--- src/sv/ssc_pkg.sv ---
// Shared types and constants for the sphere contact pipeline.
package ssc_pkg;

    localparam int FRAC_BITS = 16;
    localparam int W_POS     = 32;
    localparam int W_RAD     = 31;
    localparam int W_MAG     = 33;
    localparam int W_SQ      = 65;
    localparam int W_S       = 64;
    localparam int W_DIST    = 32;
    localparam int W_NRM     = 16;
    localparam int W_QUO     = 15;
    localparam int W_NUM     = 48;
    localparam int W_PROD    = 49;
    localparam int W_OVL     = 34;
    localparam int SQ_STEPS  = 32;
    localparam int NORM_SH   = 14;
    localparam int Q_DEPTH   = 4;
    localparam int Q_AW      = 2;

    localparam logic signed [W_NRM-1:0] NORM_ONE = 16'sd16384;

    localparam longint SENT_RAW = longint'(100000) * (longint'(1) << FRAC_BITS);
    localparam longint OVL_LIM  = longint'(1) << (W_OVL - 1);
    localparam logic signed [W_OVL-1:0] OVL_MISS =
        W_OVL'(-((SENT_RAW > OVL_LIM) ? OVL_LIM : SENT_RAW));

    typedef enum logic [1:0] {
        K_MISS,
        K_ZERO,
        K_HIT
    } t_kind;

    // classified item handed from front to back
    typedef struct packed {
        t_kind                        kind;
        logic                         flag;
        logic [W_S-1:0]               s;
        logic [2:0][W_MAG-1:0]        mag;
        logic [2:0]                   neg;
        logic [2:0][W_POS-1:0]        base;
        logic [W_RAD-1:0]             ra;
        logic [W_DIST-1:0]            sum;
    } t_cls;

endpackage

--- src/sv/ssc_queue.sv ---
// Short item queue between the front and back ends.
module ssc_queue import ssc_pkg::*; (
    input  logic i_clk,
    input  logic i_rst_n,
    input  logic i_push,
    input  t_cls i_item,
    output logic o_full,
    input  logic i_pop,
    output t_cls o_item,
    output logic o_empty
);

    t_cls            r_mem [Q_DEPTH];
    logic [Q_AW-1:0] r_wr;
    logic [Q_AW-1:0] r_rd;
    logic [Q_AW:0]   r_cnt;

    assign o_full  = (r_cnt == (Q_AW+1)'(Q_DEPTH));
    assign o_empty = (r_cnt == '0);
    assign o_item  = r_mem[r_rd];

    always_ff @(posedge i_clk) begin
        if (!i_rst_n) begin
            r_wr  <= '0;
            r_rd  <= '0;
            r_cnt <= '0;
        end else begin
            if (i_push) r_wr <= r_wr + 1'b1;
            if (i_pop)  r_rd <= r_rd + 1'b1;
            if (i_push && !i_pop)      r_cnt <= r_cnt + 1'b1;
            else if (!i_push && i_pop) r_cnt <= r_cnt - 1'b1;
        end
    end

    always_ff @(posedge i_clk) begin
        if (i_push) r_mem[r_wr] <= i_item;
    end

endmodule

--- config.mk ---
export PLATFORM = sky130hd
export DESIGN_NAME = ssc_queue
export DESIGN_NICKNAME = d
export VERILOG_FILES = /design/src/sv/ssc_pkg.sv /design/src/sv/ssc_queue.sv
export SDC_FILE = /design/constraint.sdc
export NUM_CORES = 1
export LEC_CHECK = 0
export BUFFER_PORTS_ARGS = -buffer_cell sky130_fd_sc_hd__buf_2
export CAP_MARGIN = 10
export CORE_ASPECT_RATIO = 0.9
export CORE_MARGIN = 3
export CORE_UTILIZATION = 57
export DETAILED_ROUTE_END_ITERATION = 7
export PLACE_DENSITY = 0.79
export SYNTH_ARGS = -nofsm -noshare
export SYNTH_HDL_FRONTEND = slang
export SYNTH_SLANG_ARGS = --single-unit
--- constraint.sdc ---
create_clock -name i_clk -period 12.8 [get_ports i_clk]
set_clock_uncertainty 0.05 [all_clocks]
set_input_delay 1.28 -clock i_clk [delete_from_list [all_inputs] [get_ports i_clk]]
set_output_delay 1.28 -clock i_clk [all_outputs]
set_load 0.05 [all_outputs]
After elaboration in Yosys (flattened, before gate mapping)
Memory sizes are Yosys's and may differ from the RTL's. A register that Yosys moved wholly into a read port is not among the register bits. Cells that the tools add are included.

Input bits: 332. Word-level logic and storage cells: 21. Output and inout port bits: 330. Memories: 1. Bits in registers: 7. RAM bits: 1312.

Memories: r_mem (depth 4, bits a word 328, rd ports 1, clocked after Yosys merged registers in 1, write ports 1, RTL line ssc_queue.sv:13) `t_cls r_mem [Q_DEPTH];`.

Equality and inequality tests: 1. $add $sub $neg: 4. Reduce and logical (&&, ||, !) cells: 6. Mux-type cells: 6.

Operators with widths (number): $mux 3 (2); $add 2x1->2 const B (2); $mux 2 (2); $add 3x1->3 const B (1); $eq 3x3->1 const B (1); $logic_not 3->1 (1); $sub 3x1->3 const B (1); $logic_and 1x1->1 (2); $logic_not 1->1 (2); $mux 1 (2); $reduce_bool 2->1 (1).

Longest topological paths before layout
Gate-level depths: netlist of run 1.

Word-level depth: 4. Depth in mapped cells: 7. Mapped depth without buffers: 7.

Worst setup path before layout of run 1
No wires, ideal clock.

Path kind: input -> register. Start: in i_push. End: mem r_mem[0][0] in the netlist's numbering, enable pin. Data required time: 12.019 ns. Stages on the path: 1. Buffers on the path: 0. Library setup time: 0.731 ns. Setup slack: 3.349 ns. Arrival: 8.670 ns. Cells stage by stage: and2_1.

Longest elaborated chain between the ends: 2.

RTL lines: from (decl) (RTL line ssc_queue.sv:5) `input logic i_push,`; $mux 1 (RTL line ssc_queue.sv:36) `if (i_push) r_mem[r_wr] <= i_item;`; $mux 1 (not written as such) (RTL line ssc_queue.sv:36); to (decl) (RTL line ssc_queue.sv:13).

Every way passes these cells.

==> impl_results.md, run 1 <==
- Status: complete, no violations
- Worst path max stage delay: 0.94 ns
- Fin. max-slew vios: 0
- Die H: 282 um
- CP Launch Type: register
- Cell variety after synth: 22
- Vias in the first global route: 23000
- Crit path capture type: primary output
- # rows: 100
- CTS tree: built
- GRT met1 Usage: 29.3%
- Post-Syn Instances: 1756
- Pre-CTS setup slack: 8.17 ns
- Starting Density: 57.8%
- Ys async rst share: 0%
- Cts repair resizes: 0
- Setup violations, final: 0
- Initial antenna violation count: 32
- Area of the mapped netlist: 0.0481 sq mm
- Sequential fraction of the synthesis area: 82.2%
- Final hold viol count: 0
- First-pass GRT wire length: 151000 um
- First-pass DRT Iterations: 5
- Most used cell, CP: buf_4
- Io pins: 662
- RSZ-0062 raised after global routing: false
- Fmax: 187 MHz
- Max Cap Violations: 0
- R2r endpoint: r_mem[0][2]
- Root buffer cell: clkbuf_16
- Ys flop type: edfxtp_1
- Reg clk slew, reported paths: 0.06 ns
- Share of cells above drive strength 1: 45.8%
- Gr usage total: 23.1%
- Largest net degree at the start of global routing: 151
- Area of the multi-input gates: 0.00765 sq mm
- Final setup TNS: 0 ns
- Fin worst setup slack: 7.44 ns
- Utilization after layout: 67.2%
- CTS Sinks: 1321
- Avg Vias per Cell: 5.88
- Synthesis warning total: 0
- Core area: 0.0832 sq mm
- Wirelength per Cell: 27.5 um
- PwrDens: 174 mW/mm^2
- Slew margin rel.: 19.1%
- Worst EP arrival: 4.03 ns
- Final worst-path cycle share: 41.9%
- Crit path max fanout: 77
- Hold wc startpoint: r_cnt[2]
- CTS Buffer Depth: 3
- GP Congestion: 0.812
- Seq cells post-synth: 1321
- Fill count: 4983
- Dpl hpwl: 62200 um
- Worst reg-to-reg path cell count: 5
- Leak Pwr: 18.6 nW
- Gr busiest metal: met2
- Nets: 2823
- Crit Path Category: reg -> out
- Cts-stage hold buffer count: 0
- Critical Path RT: 11.47 ns
- Met2 Usage GRT: 39.2%
- DRT iter0 DRCs: 2363
- Chip width: 312 um
- R2R Setup Slk: 9.18 ns
- # port buffers: 661
- Total routed wirelength: 102000 um
- Die ar.: 0.0880 sq mm
- Design Power: 9.75 mW
- Peak supply drop: 0.143 mV
- Slowest-stage cell, CP: buf_4
- Syn nets: 2094
- Period minus WS final: 5.36 ns
- DRC viols: 0
- Setup bufs post-CTS: 0
- Crit path cell chain: buf_4 -> buf_4 -> mux4_2 -> buf_2
- WHS Path Cells: 2
- CTS buffer count: 118
- Least-Margin Pin Slew: 1.21 ns
- Worst R2R Start: r_wr[0]
- DRT antenna net count: 0
- Post-synth EDFFs: 1312
- GRT met3 Usage: 5.28%
- Hold crit path type: reg -> reg
- Hold EP: r_cnt[2]
- Skew-Pair Late Insertion Delay: 0.68 ns
- Grt ovf: 0
- H-tree levels: 3
- Synth-to-Final Area Change: 16.1%
- Total number of vias: 21900
- Sequential cell area: 0.0396 sq mm
- Syn_area_per_cell: 27.4 sq um
-- where the power goes --
group	leakage, nW	switching (mW)	internal (mW)
clock network	1.80	1.49	1.83
registers	12.1	0.0627	4.98
logic	4.66	1.00	0.391
-- state kept, by name, indices dropped and copies added, names as in the netlist, named ones only --
| name | cells |
|---|---|
| r_cnt | 3 |
| r_mem | 1312 |
| r_rd | 2 |
| r_wr | 2 |
-- final cells by class --
cell class / instances / share of cell area [%]
antenna: 26 / 0.116
inverter: 4 / 0.0269
clock buffer: 142 / 5.48
sequential: 1321 / 70.8
multi-input combinational: 358 / 13.7
tap: 1122 / 2.51
timing repair buffer: 682 / 6.34
clock inverter: 74 / 1.01
-- synthesized netlist by cell type (all sizes together) (2+ instances only) --
master  instances  share of area (%)
and2            9               0.12
buf            70                1.9
clkbuf          3              0.023
dfxtp           9               0.37
edfxtp       1312                 82
ha              5               0.13
inv             4              0.031
mux2i           2              0.042
mux4          328                 15
nor2b           2              0.026
xnor2           2              0.036
xor2            3              0.055
-- through the flow --
stage | instance area (sq um) | hold slack, ns | cells
2_1_floorplan | 48100 | 0.422 | 1756
3_3_place_gp | 52200 | 0.435 | 3487
3_5_place_dp | 52200 | 0.515 | 3487
5_1_grt | 55900 | 0.542 | 3726
4_1_cts | 55800 | 0.533 | 3703
6_report | 55900 | 0.516 | 3729
-- cell usage in the layout, fill, tap and decap left out, drive strengths merged, types with 2 or more instances in the layout --
cell      count
dfxtp         9
buf         682
edfxtp     1312
inv           9
mux4        328
and2          9
xnor2         2
clkinv       61
xor2          3
mux2i         2
diode        26
clkinvlp      2
nor2b         2
ha            5
bufinv        6
clkbuf      142
-- worst max-delay path: cells and delay by family (launching register included) --
kind	cells	cell delay, ns
mux	1	0.39
buf+inv	3	2.01
flops	1	0.73
-- metal layers --
metal | wire, um | up-vias | part of all wire, %
met2 | 54600 | 981 | 53
li1 | - | 9144 | -
met3 | 7590 | 222 | 7.4
met5 | 39 | - | 0.038
met4 | 4060 | 6 | 4.0
met1 | 36100 | 11600 | 35
-- worst max path at each step --
| stage | startpoint | end | cells after the start |
|---|---|---|---|
| after detailed placement | register | o_item[16] | 4 |
| final | register | o_item[54] | 4 |
| after floorplan | i_push | r_mem[0][0] | 1 |
| after global routing | register | o_item[61] | 4 |
| after global placement | register | o_item[20] | 4 |
| after CTS | register | o_item[39] | 4 |
-- logic make-up (layout without fill, tap and decap cells) --
| group | Yosys count | count (layout) | share of synthesized area [%] |
|---|---|---|---|
| DFF | 1321 | 1321 | 82.2 |
| muxes | 330 | 330 | 15.4 |
| buffers and inverters | 77 | 902 | 1.91 |
| and+or+nand+nor | 15 | 15 | 0.190 |
| adders and majority gates | 6 | 6 | 0.172 |
| xor gates and xnor gates | 5 | 5 | 0.0910 |
| AOI/OAI and AO/OA | 2 | 2 | 0.0260 |
| other | 0 | 26 | 0 |
(Power assumes the default switching activity.)
==> inputs of run 2 (changes only) <==
==> constraint.sdc (replaced) <==
create_clock -name i_clk -period 5.48 [get_ports i_clk]
set_clock_uncertainty 0.05 [all_clocks]
set_input_delay 0.548 -clock i_clk [delete_from_list [all_inputs] [get_ports i_clk]]
set_output_delay 0.548 -clock i_clk [all_outputs]
set_load 0.05 [all_outputs]
==> run 2 against run 1 <==
  * Largest cell class unchanged
  * Sequential share of layout area fell by 3.9 points
  * Count of clock-buffer cells in the layout fell by 4
  * Combinational power rose to 2.5 times the previous value
  * Total power rose by 140%
  * Non-clock buffer count rose by 300
==> impl_results.md, run 2 (synthesis gave the netlist of run 1 again) <==
- Status: complete, no violations
- Setup violations, final: 0 (unchanged)
- Hold crit path type: in -> reg
- Avg Vias per Cell: 5.93 (+0.89%)
- Core area: 0.0832 sq mm (unchanged)
- CTS buffer count: 121 (+2.5%)
- Commonest non-fill, non-tap cell in the layout: edfxtp_1
- Largest net degree at the start of global routing: 123 (-19%)
- Crit path capture type: primary output
- CTS Sinks: 1321 (unchanged)
- Final setup TNS: 0 ns (unchanged)
- Critical Path RT: 4.88 ns (-6.59 ns)
- Max reg flops: 1312 (unchanged)
- DRC viols: 0 (unchanged)
- Die H: 282 um (unchanged)
- Most frequent cells in the layout: edfxtp_1 (1312), buf_2 (661), mux4_2 (328), dlygate4sd3_1 (286), clkbuf_16 (122)
- Least-Margin Pin Slew: 1.04 ns (-0.172 ns)
- Cell Area, Placed: 0.0524 sq mm (+0.44%)
- Fin. max-slew vios: 0 (unchanged)
- Cts repair resizes: 0 (unchanged)
- Io pins: 662 (unchanged)
- Total number of vias: 23900 (+8.9%)
- Root buffer cell: clkbuf_16
- Layout Cell Area excl Fill: 0.0592 sq mm (+5.9%)
- Largest Register: r_mem
- Hold wc startpoint: i_item[63]
- Crit path max fanout: 40 (-48%)
- Worst R2R Start: r_wr[0]
- Grt ovf: 0 (unchanged)
- Share of cells above drive strength 1: 41.7% (-4.2 points)
- Pre-CTS setup slack: 2.35 ns (-5.82 ns)
- DRT antenna net count: 0 (unchanged)
- # port buffers: 661 (unchanged)
- Dpl hpwl: 63800 um (+2.7%)
- Period minus WS final: 3.78 ns
- Utilization after layout: 71.1% (+3.9 points)
- CP Launch Type: register
- Skew-Pair Late Insertion Delay: 0.67 ns (about the same)
- Gr usage total: 26.8% (+3.6 points)
- Cts-stage hold buffer count: 286 (+286)
- Vias in the first global route: 25600 (+11%)
- Final worst-path cycle share: 69.0%
- Worst EP arrival: 3.18 ns (-0.85 ns)
- Starting Density: 57.8% (unchanged)
- Final hold viol count: 0 (unchanged)
- Largest regs: r_mem: 1312 flops, r_cnt: 3 flops
- PwrDens: 398 mW/mm^2 (+130%)
- Reg clk slew, reported paths: 0.06 ns (about the same)
- H-tree levels: 3 (unchanged)
- DR top layer: met5
- Slew margin rel.: 30.5% (+11 points)
- Wirelength per Cell: 29.2 um (+6.4%)
- Synth-to-Final Area Change: 22.9%
- Nets: 3126 (+11%)
- Crit Path Category: reg -> out
- Max Cap Violations: 0 (unchanged)
- Initial antenna violation count: 16 (-50%)
- Die ar.: 0.0880 sq mm (unchanged)
- Peak supply drop: 0.360 mV (+150%)
- Setup bufs post-CTS: 0 (unchanged)
- DRT iter0 DRCs: 2140 (-9.4%)
- M1 WL: 38600 um (+7.0%)
- Fmax: 265 MHz
- Met3 WL post-DR: 8320 um (+9.6%)
- Fin worst setup slack: 1.70 ns (-5.74 ns)
- Leak Pwr: 20.0 nW (+7.5%)
- First-pass DRT Iterations: 5 (unchanged)
- CTS tree: built
- Total routed wirelength: 118000 um (+15%)
- First-pass GRT wire length: 172000 um (+14%)
- GP Congestion: 0.802 (-1.2%)
- RSZ-0062 raised after global routing: false
- # rows: 100 (unchanged)
- Wire length on met2: 64300 um (+18%)
- Chip width: 312 um (unchanged)
- CTS Buffer Depth: 3 (unchanged)
## run 2: layer usage
layer	global-route usage, %	up-vias
li1	-	9746
met1	31.1	12400
met2	47.8	1329
met3	5.73	325
met4	13.1	8
met5	0	-
## run 2: metrics by stage
| stage | cells | power [mW] | hold WS (ns) |
|---|---|---|---|
| after floorplan | 1756 | 14.5 | 0.422 |
| after global routing | 4022 | 24.2 | 0.00916 |
| after global placement | 3501 | 15.2 | 0.433 |
| final | 4024 | 23.5 | 0.0444 |
| after detailed placement | 3501 | 15.3 | 0.468 |
| after CTS | 4011 | 23.6 | 0.00000111 |
## run 2: power by group
group | total (mW) | internal, mW | switching (mW)
sequential | 11.8 | 11.6 | 0.170
clock | 8.22 | 4.59 | 3.63
combinational | 3.53 | 1.07 | 2.46
## run 2: layout make-up
type | count | area, sq um
antenna | 13 | 32.5
clock buffer | 138 | 3110
clock inverter | 86 | 732
sequential | 1321 | 39600
inverter | 4 | 15.0
tap | 1122 | 1400
timing repair buffer | 982 | 6630
multi-input combinational | 358 | 7650
fill | 4592 | 24000
## run 2: worst max-delay path: stages (launching register included)
cell and delay [ns]:
dfxtp_4 0.91, buf_4 0.65, mux4_2 0.64, buf_2 0.24
## run 2: worst paths after layout
kind	endpoint	slack, ns	depth (start not counted)
max	o_item[43]	1.70	3
min	r_mem[3][63]	0.04	1
max reg2reg	r_mem[2][185]	2.94	4
min reg2reg	r_cnt[2]	0.49	2
